`src/hw/rtl/sorted_priority_queue_assert.svh`:
```
// Assertion macros for the priority queue RTL.
`ifndef SORTED_PRIORITY_QUEUE_ASSERT_SVH
`define SORTED_PRIORITY_QUEUE_ASSERT_SVH

`ifndef NO_ASSERTIONS

`define SPQ_ASSERT_SAME(label, clk, rst, pre, post) \
   label: assert property (@(posedge clk) disable iff (rst) (pre) |-> (post)) \
      else $error("priority queue assertion failed");

`define SPQ_ASSERT_NEXT(label, clk, rst, pre, post) \
   label: assert property (@(posedge clk) disable iff (rst) (pre) |=> (post)) \
      else $error("priority queue assertion failed");

`else

`define SPQ_ASSERT_SAME(label, clk, rst, pre, post)

`define SPQ_ASSERT_NEXT(label, clk, rst, pre, post)

`endif

`endif

```
`src/hw/rtl/spq_pkg.sv`:
```
// Constants, codes and types of the sorted priority queue.
package spq_pkg;

   localparam int DEPTH        = 8;
   localparam int PRI_WIDTH    = 8;
   localparam int DATA_WIDTH   = 32;
   localparam int CNT_WIDTH    = $clog2(DEPTH + 1);
   localparam int STATUS_WIDTH = 2;

   localparam logic CMD_ENQUEUE = 1'b0;
   localparam logic CMD_DEQUEUE = 1'b1;

   localparam logic [STATUS_WIDTH-1:0] STATUS_OK        = 2'd0;
   localparam logic [STATUS_WIDTH-1:0] STATUS_OVERFLOW  = 2'd1;
   localparam logic [STATUS_WIDTH-1:0] STATUS_UNDERFLOW = 2'd2;

   typedef struct packed {
      logic [DATA_WIDTH-1:0] value;
      logic [PRI_WIDTH-1:0]  prio;
   } entry_type;

   // Per-cell control: enq/deq are already qualified by full/empty.
   typedef struct packed {
      logic enq;
      logic deq;
      logic occupied;
      logic tail;
   } cell_ctrl_type;

endpackage

```
`src/hw/rtl/spq_if.sv`:
```
// Request and response channel interfaces of the sorted priority queue.
interface spq_req_if import spq_pkg::*; ();
   logic                         valid;
   logic                         ready;
   logic                         cmd;
   logic signed [DATA_WIDTH-1:0] item_value;
   logic [PRI_WIDTH-1:0]         item_priority;

   modport source (output valid, output cmd, output item_value, output item_priority,
                   input ready);
   modport sink (input valid, input cmd, input item_value, input item_priority,
                 output ready);
endinterface

interface spq_rsp_if import spq_pkg::*; ();
   logic                         valid;
   logic                         ready;
   logic [STATUS_WIDTH-1:0]      status;
   logic signed [DATA_WIDTH-1:0] out_value;
   logic [PRI_WIDTH-1:0]         out_priority;
   logic [CNT_WIDTH-1:0]         occupancy;

   modport source (output valid, output status, output out_value, output out_priority,
                   output occupancy, input ready);
   modport sink (input valid, input status, input out_value, input out_priority,
                 input occupancy, output ready);
endinterface

```
`src/hw/rtl/sorted_priority_queue.sv`:
```
// Sorted priority queue: request and response channels over a chain of cells.
//
// Requests arrive on req_ch (valid/ready). cmd selects enqueue of
// item_value with item_priority, or dequeue of the highest-priority entry.
// Entries of equal priority leave in the order they arrived.
// Every request produces exactly one response on rsp_ch: status (ok,
// overflow on a full enqueue, underflow on an empty dequeue), the removed
// value and priority on a successful dequeue (zero otherwise) and the
// occupancy after the operation.
// The response sits in an output register and is shown in the cycle after
// its request is taken. One request is taken every cycle unless a response
// stalls: each cell compares its own priority with the incoming one and all
// cells shift in the same cycle, so depth does not affect timing. While the
// receiver stalls a held response, req_ch.ready is low, the queue unchanged.
// Reset empties the queue and drops any pending response; the block is
// ready in the first cycle after reset.
module sorted_priority_queue import spq_pkg::*; (
   input logic       clock,
   input logic       reset,
   spq_req_if.sink   req_ch,
   spq_rsp_if.source rsp_ch
);

`include "sorted_priority_queue_assert.svh"

   logic [CNT_WIDTH-1:0]    count_ff, count_in;
   logic                    rsp_valid_ff, rsp_valid_in;
   logic [STATUS_WIDTH-1:0] status_ff, status_in;
   entry_type               head_ff, head_in;
   logic [CNT_WIDTH-1:0]    occ_ff;

   logic      req_fire;
   logic      is_full;
   logic      is_empty;
   logic      do_enq;
   logic      do_deq;
   entry_type new_entry;

   entry_type cell_entry [DEPTH];
   logic      cell_move  [DEPTH];

   assign req_ch.ready = !rsp_valid_ff || rsp_ch.ready;
   assign req_fire     = req_ch.valid && req_ch.ready;
   assign is_full      = (count_ff == CNT_WIDTH'(DEPTH));
   assign is_empty     = (count_ff == '0);
   assign do_enq       = req_fire && (req_ch.cmd == CMD_ENQUEUE) && !is_full;
   assign do_deq       = req_fire && (req_ch.cmd == CMD_DEQUEUE) && !is_empty;

   assign new_entry.value = req_ch.item_value;
   assign new_entry.prio  = req_ch.item_priority;

   for (genvar i = 0; i < DEPTH; i++) begin : g_cell
      cell_ctrl_type ctrl;
      entry_type     left_entry;
      entry_type     right_entry;
      logic          left_move;

      assign ctrl.enq      = do_enq;
      assign ctrl.deq      = do_deq;
      assign ctrl.occupied = (CNT_WIDTH'(i) < count_ff);
      assign ctrl.tail     = (CNT_WIDTH'(i) == count_ff);

      if (i == 0) begin : g_head
         assign left_move  = 1'b0;
         assign left_entry = new_entry;
      end else begin : g_body
         assign left_move  = cell_move[i-1];
         assign left_entry = cell_entry[i-1];
      end

      if (i == DEPTH - 1) begin : g_tail
         assign right_entry = cell_entry[i];
      end else begin : g_inner
         assign right_entry = cell_entry[i+1];
      end

      spq_cell u_cell (
         .clock       (clock),
         .ctrl        (ctrl),
         .new_entry   (new_entry),
         .left_move   (left_move),
         .left_entry  (left_entry),
         .right_entry (right_entry),
         .entry       (cell_entry[i]),
         .move        (cell_move[i])
      );
   end

   always_comb begin
      count_in  = count_ff;
      status_in = STATUS_OK;
      head_in   = '0;
      if (do_enq) begin
         count_in = count_ff + CNT_WIDTH'(1);
      end else if (do_deq) begin
         count_in = count_ff - CNT_WIDTH'(1);
         head_in  = cell_entry[0];
      end else if (req_ch.cmd == CMD_ENQUEUE) begin
         status_in = STATUS_OVERFLOW;
      end else begin
         status_in = STATUS_UNDERFLOW;
      end
   end

   always_comb begin
      if (req_fire) begin
         rsp_valid_in = 1'b1;
      end else if (rsp_ch.ready) begin
         rsp_valid_in = 1'b0;
      end else begin
         rsp_valid_in = rsp_valid_ff;
      end
   end

   always_ff @(posedge clock) begin
      if (reset) begin
         count_ff     <= '0;
         rsp_valid_ff <= 1'b0;
      end else begin
         if (req_fire) begin
            count_ff <= count_in;
         end
         rsp_valid_ff <= rsp_valid_in;
      end
   end

   always_ff @(posedge clock) begin
      if (req_fire) begin
         status_ff <= status_in;
         head_ff   <= head_in;
         occ_ff    <= count_in;
      end
   end

   assign rsp_ch.valid        = rsp_valid_ff;
   assign rsp_ch.status       = status_ff;
   assign rsp_ch.out_value    = head_ff.value;
   assign rsp_ch.out_priority = head_ff.prio;
   assign rsp_ch.occupancy    = occ_ff;

   // The fill count never goes past the number of cells.
   `SPQ_ASSERT_SAME(a_count_bound, clock, reset, 1'b1, count_ff <= CNT_WIDTH'(DEPTH))

   // A successful enqueue grows the queue by exactly one entry.
   `SPQ_ASSERT_NEXT(a_enq_grows, clock, reset, do_enq,
                    count_ff == $past(count_ff) + CNT_WIDTH'(1))

   // The head never holds a lower priority than the entry behind it.
   `SPQ_ASSERT_SAME(a_head_sorted, clock, reset, count_ff >= CNT_WIDTH'(2),
                    cell_entry[0].prio >= cell_entry[1].prio)

   // A rejected request leaves the queue size unchanged.
   `SPQ_ASSERT_NEXT(a_reject_holds, clock, reset, req_fire && !do_enq && !do_deq,
                    count_ff == $past(count_ff))

endmodule

```
`src/hw/rtl/spq_cell.sv`:
```
// One slot of the sorted chain: holds an entry and shifts with its neighbours.
module spq_cell import spq_pkg::*; (
   input  logic          clock,
   input  cell_ctrl_type ctrl,
   input  entry_type     new_entry,
   input  logic          left_move,
   input  entry_type     left_entry,
   input  entry_type     right_entry,
   output entry_type     entry,
   output logic          move
);

   entry_type entry_ff;
   entry_type entry_in;

   // On enqueue the cells holding a lower priority, plus the first free
   // slot, form a contiguous run that moves one place towards the tail.
   assign move = ctrl.enq && (ctrl.tail || (ctrl.occupied && (new_entry.prio > entry_ff.prio)));

   always_comb begin
      entry_in = entry_ff;
      if (move) begin
         entry_in = left_move ? left_entry : new_entry;
      end else if (ctrl.deq) begin
         entry_in = right_entry;
      end
   end

   always_ff @(posedge clock) begin
      entry_ff <= entry_in;
   end

   assign entry = entry_ff;

endmodule
```
`src/flat_wrapper.sv`:
```
// flat-port wrapper written by rule: the top's interface ports become plain ports
module sorted_priority_queue_flat import spq_pkg::*;
  (clock, reset, req_ch_valid, req_ch_cmd, req_ch_item_value, req_ch_item_priority, req_ch_ready, rsp_ch_valid, rsp_ch_status, rsp_ch_out_value, rsp_ch_out_priority, rsp_ch_occupancy, rsp_ch_ready);
  spq_req_if req_ch_i ();
  spq_rsp_if rsp_ch_i ();
  input logic clock;
  input logic reset;
  input wire logic [$bits(req_ch_i.valid)-1:0] req_ch_valid;
  input wire logic [$bits(req_ch_i.cmd)-1:0] req_ch_cmd;
  input wire logic [$bits(req_ch_i.item_value)-1:0] req_ch_item_value;
  input wire logic [$bits(req_ch_i.item_priority)-1:0] req_ch_item_priority;
  output wire logic [$bits(req_ch_i.ready)-1:0] req_ch_ready;
  output wire logic [$bits(rsp_ch_i.valid)-1:0] rsp_ch_valid;
  output wire logic [$bits(rsp_ch_i.status)-1:0] rsp_ch_status;
  output wire logic [$bits(rsp_ch_i.out_value)-1:0] rsp_ch_out_value;
  output wire logic [$bits(rsp_ch_i.out_priority)-1:0] rsp_ch_out_priority;
  output wire logic [$bits(rsp_ch_i.occupancy)-1:0] rsp_ch_occupancy;
  input wire logic [$bits(rsp_ch_i.ready)-1:0] rsp_ch_ready;
  assign req_ch_i.valid = req_ch_valid;
  assign req_ch_i.cmd = req_ch_cmd;
  assign req_ch_i.item_value = req_ch_item_value;
  assign req_ch_i.item_priority = req_ch_item_priority;
  assign req_ch_ready = req_ch_i.ready;
  assign rsp_ch_valid = rsp_ch_i.valid;
  assign rsp_ch_status = rsp_ch_i.status;
  assign rsp_ch_out_value = rsp_ch_i.out_value;
  assign rsp_ch_out_priority = rsp_ch_i.out_priority;
  assign rsp_ch_occupancy = rsp_ch_i.occupancy;
  assign rsp_ch_i.ready = rsp_ch_ready;
  sorted_priority_queue u_core (.clock(clock), .reset(reset), .req_ch(req_ch_i), .rsp_ch(rsp_ch_i));
endmodule
```
`config.mk`:
```
export PLATFORM = sky130hd
export DESIGN_NAME = sorted_priority_queue_flat
export DESIGN_NICKNAME = d
export VERILOG_FILES = /design/src/hw/rtl/spq_pkg.sv /design/src/hw/rtl/spq_if.sv /design/src/hw/rtl/sorted_priority_queue.sv /design/src/hw/rtl/spq_cell.sv /design/src/flat_wrapper.sv
export VERILOG_INCLUDE_DIRS = /design/src /design/src/hw/rtl
export SDC_FILE = /design/constraint.sdc
export NUM_CORES = 1
export LEC_CHECK = 0
export ABC_AREA = 1
export BUFFER_PORTS_ARGS = -buffer_cell sky130_fd_sc_hd__buf_2
export CELL_PAD_IN_SITES_DETAIL_PLACEMENT = 1
export CELL_PAD_IN_SITES_GLOBAL_PLACEMENT = 1
export CORE_MARGIN = 4
export CORE_UTILIZATION = 51
export DETAILED_ROUTE_END_ITERATION = 6
export PLACE_DENSITY = 0.84
export SYNTH_ARGS = -nofsm -noshare
export SYNTH_HDL_FRONTEND = slang
export SYNTH_SLANG_ARGS = --single-unit
```
`constraint.sdc`:
```
create_clock -name clock -period 7.1 [get_ports clock]
set_input_delay 0.355 -clock clock [delete_from_list [all_inputs] [get_ports clock]]
set_output_delay 0.355 -clock clock [all_outputs]
set_load 0.05 [all_outputs]
```
==> flow_summary_export.csv, run 1 <==
group,metric,value,unit
setup_path,crit_path_frequent_cell,"nand2_4",
floorplanning,ios,93,
setup_path,critPathKind,"reg2reg",
setup_path,worstPathRequired,7280,ps
global_route,grt.overflow.total,0,
cells_and_area,diodes,0,
place,routabilityCongestion,0.8991,
setup_path,critPathTopFamily,"simple AND/OR/NAND/NOR gates",
sta,max_freq,237.4,MHz
setup_path,cp-end-kind,"flip-flop",
place,port_buffers,92,
floorplanning,fp.dieH,209.3,um
clock_tree,ctsLongestPathBuffers,3,
setup_path,cp_max_fo,82,
min_path,hp-start,"rsp_ch_ready",
setup_path,critical_path_buf_inv_count,2,
yosys,synth_nets,2629,
min_path,worstHoldPathCells,4,
yosys,async_flop_share,0,%
route,route.detailed.drc,0,
floorplanning,coreArea,39910,um2
cells_and_area,nFillCells,4858,
clock_tree,cts-resized-gates,0,
setup_path,path_cells,"inv_1 > ha_1 > nand2_1 > nor2_2 > nor2_4 > nand2_4 > inv_4 > nand2_4 > nand2_2",
setup_path,max_stage_delay,1230,ps
power_and_ir_drop,clockPowerShare,37.6,%
power_and_ir_drop,powerDensity,255.4,nW/um2
clock_tree,cts_max_level,2,
sta,finalClockSkew,13.14,ps
power_and_ir_drop,power_frac_seq,46.6,%
clock_tree,numCtsBuffers,43,
yosys,synth_top_area_share,53.19,%
global_route,antenna_found_initial,0,
route,num_vias,17556,
yosys,ys.flop_type,"edfxtp_1",
yosys,syn_area_per_cell,8.212,um2
cells_and_area,fin_nets,2661,
floorplanning,initial_utilization,51.77,%
yosys,synth-edff-count,366,
clock_tree,clock-root-buffer,"clkbuf_16",
setup_path,cp_slowest_cell,"nand2_2",
sta,hold_viol,0,
route,vias_per_cell,5.660,
run_status,status,"completed",
setup_path,r2r_end,"u_core.g_cell[1].u_cell.entry[17]",
route,firstDrtPassIters,5,
global_route,grt_pass1_vias,18731,
clock_tree,postCtsSetupBuffers,0,
yosys,ys_ff_latch,371,
clock_tree,holdBufCountCts,1,
route,routed_wl,65.21,mm
place,place_hpwl,39.44,mm
sta,rsz0062_at_grt,"false",
route,first_iter_violations,1449,
sta,setup_ws,2888,ps
clock_tree,clkTransAtPathRegs,60,ps
sta,worstMarginPinSlew,1288,ps
yosys,yosysUniqueCellTypes,32,
route,wl_per_cell,21.02,um
setup_path,worst_setup_path_start_kind,"flip-flop",
yosys,synth_area_leaders,"edfxtp_1, nand2_1, nand3_1, inv_1, ha_1",
floorplanning,rows,73,
cells_and_area,stdcell_area,22600,um2
sta,slew_headroom,13.85,%
yosys,ys_warn_count,0,
sta,finalSetupTns,0,ps
floorplanning,die_x,209.3,um
flow_run,maxCapViolCount,0,
setup_path,critPathArrivalTime,4390,ps
power_and_ir_drop,ir_drop,181.2,uV
cells_and_area,drive_gt1_share,7.916,%
clock_tree,insertion_delay,570,ps
setup_path,reg2regPathDepth,9,
cells_and_area,area_growth,9.398,%
global_route,grt_pass1_wl,103.0,mm
setup_path,rr_startpoint,"u_core.count_ff[1]",
sta,period_share,59.33,%
floorplanning,die_area,43800,um2
yosys,syn-cell-area,20660,um2
sta,slew_violations,0,
yosys,yosysTopAreaCell,"edfxtp_1",
power_and_ir_drop,pwr-share-comb,15.8,%
power_and_ir_drop,swShare,29.16,%
place,dpl-instance-area,21270,um2
route,antenna_left,0,
clock_tree,cts_tree,"done",
global_route,track_usage,29.44,%
power_and_ir_drop,p_int,4.089,mW
setup_path,r2r_slack,2890,ps
place,pre_cts_slack,2708,ps
sta,setup-violations-final,0,
global_route,grt_start_max_net_pins,121,
yosys,seq_area_frac_synth,53.68,%
yosys,synthTopCellsByCount,"nand2_1, edfxtp_1, inv_1",
power_and_ir_drop,p_sw,1.683,mW
min_path,worstHoldPathType,"in2reg",
min_path,whs_endpoint,"u_core.rsp_ch.valid",
yosys,synthMostInstantiatedCell,"nand2_1",
clock_tree,clock-sinks,371,
power_and_ir_drop,leakage,10.96,nW
sta,min_period,4212,ps
yosys,synthCells,2516,
cells in the final DEF, fill, tap and decap left out, drive strengths merged, types with 19 or more instances in the layout:
cell type  instances
nor2              75
clkbuf            53
inv              338
nand2           1078
ha                68
a21oi             29
edfxtp           366
clkinv            19
o21ai             83
nand3            323
buf              114
cell type report:
class	count	area (um2)	area share, %
Timing Repair Buffer	115	635.6	2.812
Sequential cell	371	11090	49.06
Tap cell	525	656.9	2.906
Clock buffer	53	1156	5.115
Inverter	340	1279	5.657
Multi-Input combinational cell	1677	7616	33.69
Clock inverter	21	170.2	0.7528
worst min-delay path: stages:
cell and delay (ps):
buf_2 80, inv_1 40, nand2_1 80, a21oi_1 70
worst max path at each step:
stage | startpoint | end | slack (ps) | cells after the start
6_report | u_core.count_ff[1] | u_core.g_cell[1].u_cell.entry[17] | 2890 | 9
5_1_grt | u_core.count_ff[1] | u_core.g_cell[1].u_cell.entry[17] | 2700 | 9
4_1_cts | u_core.count_ff[1] | u_core.g_cell[1].u_cell.entry[17] | 2960 | 9
3_5_place_dp | req_ch_item_priority[0] | u_core.g_cell[5].u_cell.entry[38] | 2710 | 16
3_3_place_gp | req_ch_item_priority[0] | u_core.g_cell[5].u_cell.entry[37] | 2840 | 16
2_1_floorplan | u_core.rsp_ch.valid | u_core.g_cell[7].u_cell.entry[0] | 3240 | 5
power by group through the flow:
stage	logic, mW	clock network [mW]	registers [mW]
floorplan	0.534	0	2.78
global placement	0.854	0	2.72
detailed placement	0.896	0	2.73
CTS	0.908	2.19	2.69
global route	1.00	2.29	2.70
finish	0.914	2.17	2.69
state kept, by name (all words and copies together), names as in the netlist:
register                    flops
u_core.rsp_ch.out_value        32
u_core.rsp_ch.out_priority      8
u_core.rsp_ch.occupancy         4
u_core.rsp_ch.valid             1
u_core.rsp_ch.status            2
u_core.g_cell.u_cell.entry    320
u_core.count_ff                 4
per-layer routing:
layer  global-route usage [%]  routed length, um
met1                    38.60              27080
met4                    10.06               2109
met3                    3.647               4392
met2                    50.93              31630
met5                        0                  0
logic make-up (layout without fill, tap and decap cells):
kind of cell    after synthesis  after routing  synth area share [%]
flops                       371            371                 53.68
buf+inv                     468            529                 9.689
simple gates               1482           1482                 29.24
xor+xnor                      3              3                0.1272
fa+ha+maj                    68             68                 4.118
compound gates              124            124                 3.149
stage by stage:
step	hold slack, ps	std cells	util [%]	power, mW
floorplan	424.1	2516	-	3.313
global placement	493.1	3027	53.28	3.576
detailed placement	506.0	3027	53.28	3.625
CTS	76.48	3102	56.63	5.789
global route	98.93	3102	56.63	5.993
finish	92.32	3102	56.63	5.772
Note: power is estimated with default switching activity, not from simulation.
==> run 2: changes to the inputs <==
ABC_AREA = 0   (was 1)
CORE_UTILIZATION = 50   (was 51)
PLACE_DENSITY = 0.78   (was 0.84)
clock period = 3.9 ns   (was 7.1 ns; I/O delays follow)
==> run 2 against run 1 <==
  * Largest cell class unchanged
  * Largest power group unchanged
  * Utilization grew 0.44 points
  * Global-route usage shrank 1.8 points
  * Sequential power grew 84%
  * Synthesized cell count shrank 30%
==> flow_summary_export.csv, run 2 <==
group,metric,value,unit
yosys,syn_area_per_cell,10.93,um2
yosys,synthTopCellsByCount,"edfxtp_1, nand2_1, o21ai_0",
cells_and_area,drive_gt1_share,15.01,%
setup_path,rr_startpoint,"u_core.count_ff[0]",
route,routed_wl,58.79,mm
yosys,async_flop_share,0,%
cells_and_area,largest_reg_flops,320,
floorplanning,rows,71,
route,num_vias,14718,
clock_tree,cts-resized-gates,0,
floorplanning,coreArea,37930,um2
yosys,seq_area_frac_synth,57.28,%
route,wl_per_cell,24.93,um
clock_tree,clkTransAtPathRegs,60,ps
clock_tree,cts_tree,"done",
cells_and_area,fin_nets,1931,
sta,slew_headroom,36.44,%
yosys,synth-edff-count,366,
global_route,track_usage,27.66,%
sta,hold_viol,0,
place,port_buffers,92,
floorplanning,fp.dieH,204.8,um
power_and_ir_drop,ir_drop,323.5,uV
yosys,yosysTopAreaCell,"edfxtp_1",
yosys,ys.flop_type,"edfxtp_1",
sta,max_freq,301.3,MHz
clock_tree,insertion_delay,570,ps
sta,finalSetupTns,0,ps
floorplanning,ios,93,
setup_path,reg2regPathDepth,8,
setup_path,critPathArrivalTime,3610,ps
place,routabilityCongestion,0.8425,
floorplanning,initial_utilization,51.05,%
min_path,worstHoldPathType,"in2reg",
global_route,grt_pass1_wl,90.45,mm
yosys,synthMostInstantiatedCell,"edfxtp_1",
power_and_ir_drop,leakage,8.200,nW
sta,worstMarginPinSlew,953.4,ps
clock_tree,postCtsSetupBuffers,0,
min_path,whs_endpoint,"u_core.g_cell[7].u_cell.entry[9]",
global_route,antenna_found_initial,3,
power_and_ir_drop,powerDensity,489.5,nW/um2
clock_tree,cts_max_level,2,
global_route,grt.overflow.total,0,
yosys,synth_nets,1885,
route,route.detailed.drc,0,
yosys,synthCells,1772,
min_path,worstHoldPathCells,2,
setup_path,r2r_slack,580,ps
yosys,synth_area_leaders,"edfxtp_1, nand2_1, ha_1, mux2i_1, o21ai_0",
clock_tree,numCtsBuffers,41,
run_status,status,"completed",
setup_path,cp-end-kind,"flip-flop",
route,first_iter_violations,1219,
clock_tree,ctsLongestPathBuffers,3,
sta,finalClockSkew,28.37,ps
cells_and_area,final_common_cell,"edfxtp_1",
sta,setup-violations-final,0,
cells_and_area,area_growth,11.80,%
setup_path,r2r_end,"u_core.g_cell[4].u_cell.entry[33]",
clock_tree,holdBufCountCts,3,
floorplanning,die_area,41940,um2
route,firstDrtPassIters,5,
floorplanning,die_x,204.8,um
global_route,grt_pass1_vias,15672,
route,antenna_left,0,
setup_path,worstPathRequired,4190,ps
place,place_hpwl,35.65,mm
yosys,synth_top_area_share,56.76,%
flow_run,maxCapViolCount,0,
yosys,syn-cell-area,19360,um2
yosys,yosysUniqueCellTypes,54,
clock_tree,clock-sinks,371,
sta,slew_violations,0,
yosys,ys_warn_count,0,
sta,min_period,3319,ps
setup_path,worst_setup_path_start_kind,"flip-flop",
sta,period_share,85.10,%
sta,rsz0062_at_grt,"false",
yosys,ys_ff_latch,371,
global_route,grt_start_max_net_pins,81,
power_and_ir_drop,p_total,10.60,mW
route,vias_per_cell,6.242,
min_path,hp-start,"req_ch_item_value[1]",
setup_path,critPathKind,"reg2reg",
clock_tree,clock-root-buffer,"clkbuf_16",
setup_path,cp_max_fo,28,
cells_and_area,final_cell_mix,"edfxtp_1, nand2_1, o21ai_0, a21oi_1, nor2_1",
run 2: cell types whose count changed after synthesis, sizes merged, moves of 23 or more:
cell	before	now
a21oi	29	148
a31oi	1	81
and2	1	37
buf	105	63
clkbuf	23	73
inv	338	62
mux2	0	66
mux2i	0	80
nand2	1078	258
nand3	323	19
nor2	75	98
o21ai	83	224
o22ai	0	50
run 2: metal layers:
| metal | GRT usage, % | up-vias | routed length [um] |
|---|---|---|---|
| li1 | - | 6593 | - |
| met1 | 36.62 | 7506 | 24730 |
| met2 | 47.41 | 516 | 29040 |
| met3 | 3.815 | 103 | 3444 |
| met4 | 8.997 | 0 | 1562 |
| met5 | 0 | - | 0 |
run 2: how the worst max path moves through the flow:
stage | from | cells past startpoint | end
after global routing | u_core.count_ff[1] | 8 | u_core.g_cell[4].u_cell.entry[33]
after floorplan | u_core.rsp_ch.valid | 5 | u_core.g_cell[4].u_cell.entry[0]
after global placement | u_core.count_ff[0] | 8 | u_core.g_cell[4].u_cell.entry[33]
after CTS | u_core.count_ff[0] | 8 | u_core.g_cell[4].u_cell.entry[33]
after detailed placement | u_core.count_ff[0] | 8 | u_core.g_cell[4].u_cell.entry[33]
final | u_core.count_ff[0] | 8 | u_core.g_cell[4].u_cell.entry[33]
run 2: kinds of logic (layout without fill, tap and decap cells):
logic type | count (synthesis) | after routing | synth area share [%]
multiplexers | 146 | 146 | 8.555
AND/OR/NAND/NOR | 460 | 460 | 10.24
flip-flops | 371 | 371 | 57.28
buffers and inverters | 198 | 271 | 4.458
XOR/XNOR | 2 | 2 | 0.09048
AO/OA/AOI/OAI | 527 | 527 | 14.98
other | 0 | 2 | 0
adder cells (fa/ha/maj) | 68 | 68 | 4.394
run 2: area by class of cell:
type	instances	area (um2)
clock buffers	51	1106
repair buffers	139	908.4
multi-input cells	1203	7531
flip-flops and latches	371	11090
diodes	2	5.005
well taps	511	639.4
fillers	4061	16280
clock inverters	19	135.1
inverters	62	232.7
run 2: worst max-delay path, cell delays in order, from the launching register on:
cell	delay [ps]
dfxtp_1	460
inv_1	140
ha_1	300
nand3b_2	130
nand4b_1	330
buf_4	410
nor2_4	780
buf_4	360
a21oi_1	120
run 2: through the flow:
stage / utilization [%] / setup WS [ps] / instance area [um2] / hold slack, ps / instances
CTS: 57.06 / 616.4 / 21640 / 24.76 / 2356
global placement: 53.71 / 845.9 / 20370 / 438.8 / 2283
floorplan: - / -73.74 / 19360 / 264.1 / 1772
detailed placement: 53.71 / 669.4 / 20370 / 438.6 / 2283
global route: 57.07 / 441.0 / 21650 / 58.34 / 2358
finish: 57.07 / 581.2 / 21650 / 57.76 / 2358
run 2: power by group:
group | total (mW) | internal [mW] | switching, mW
clock network | 3.74 | 2.13 | 1.61
registers | 4.95 | 4.79 | 0.164
logic | 1.90 | 0.589 | 1.31
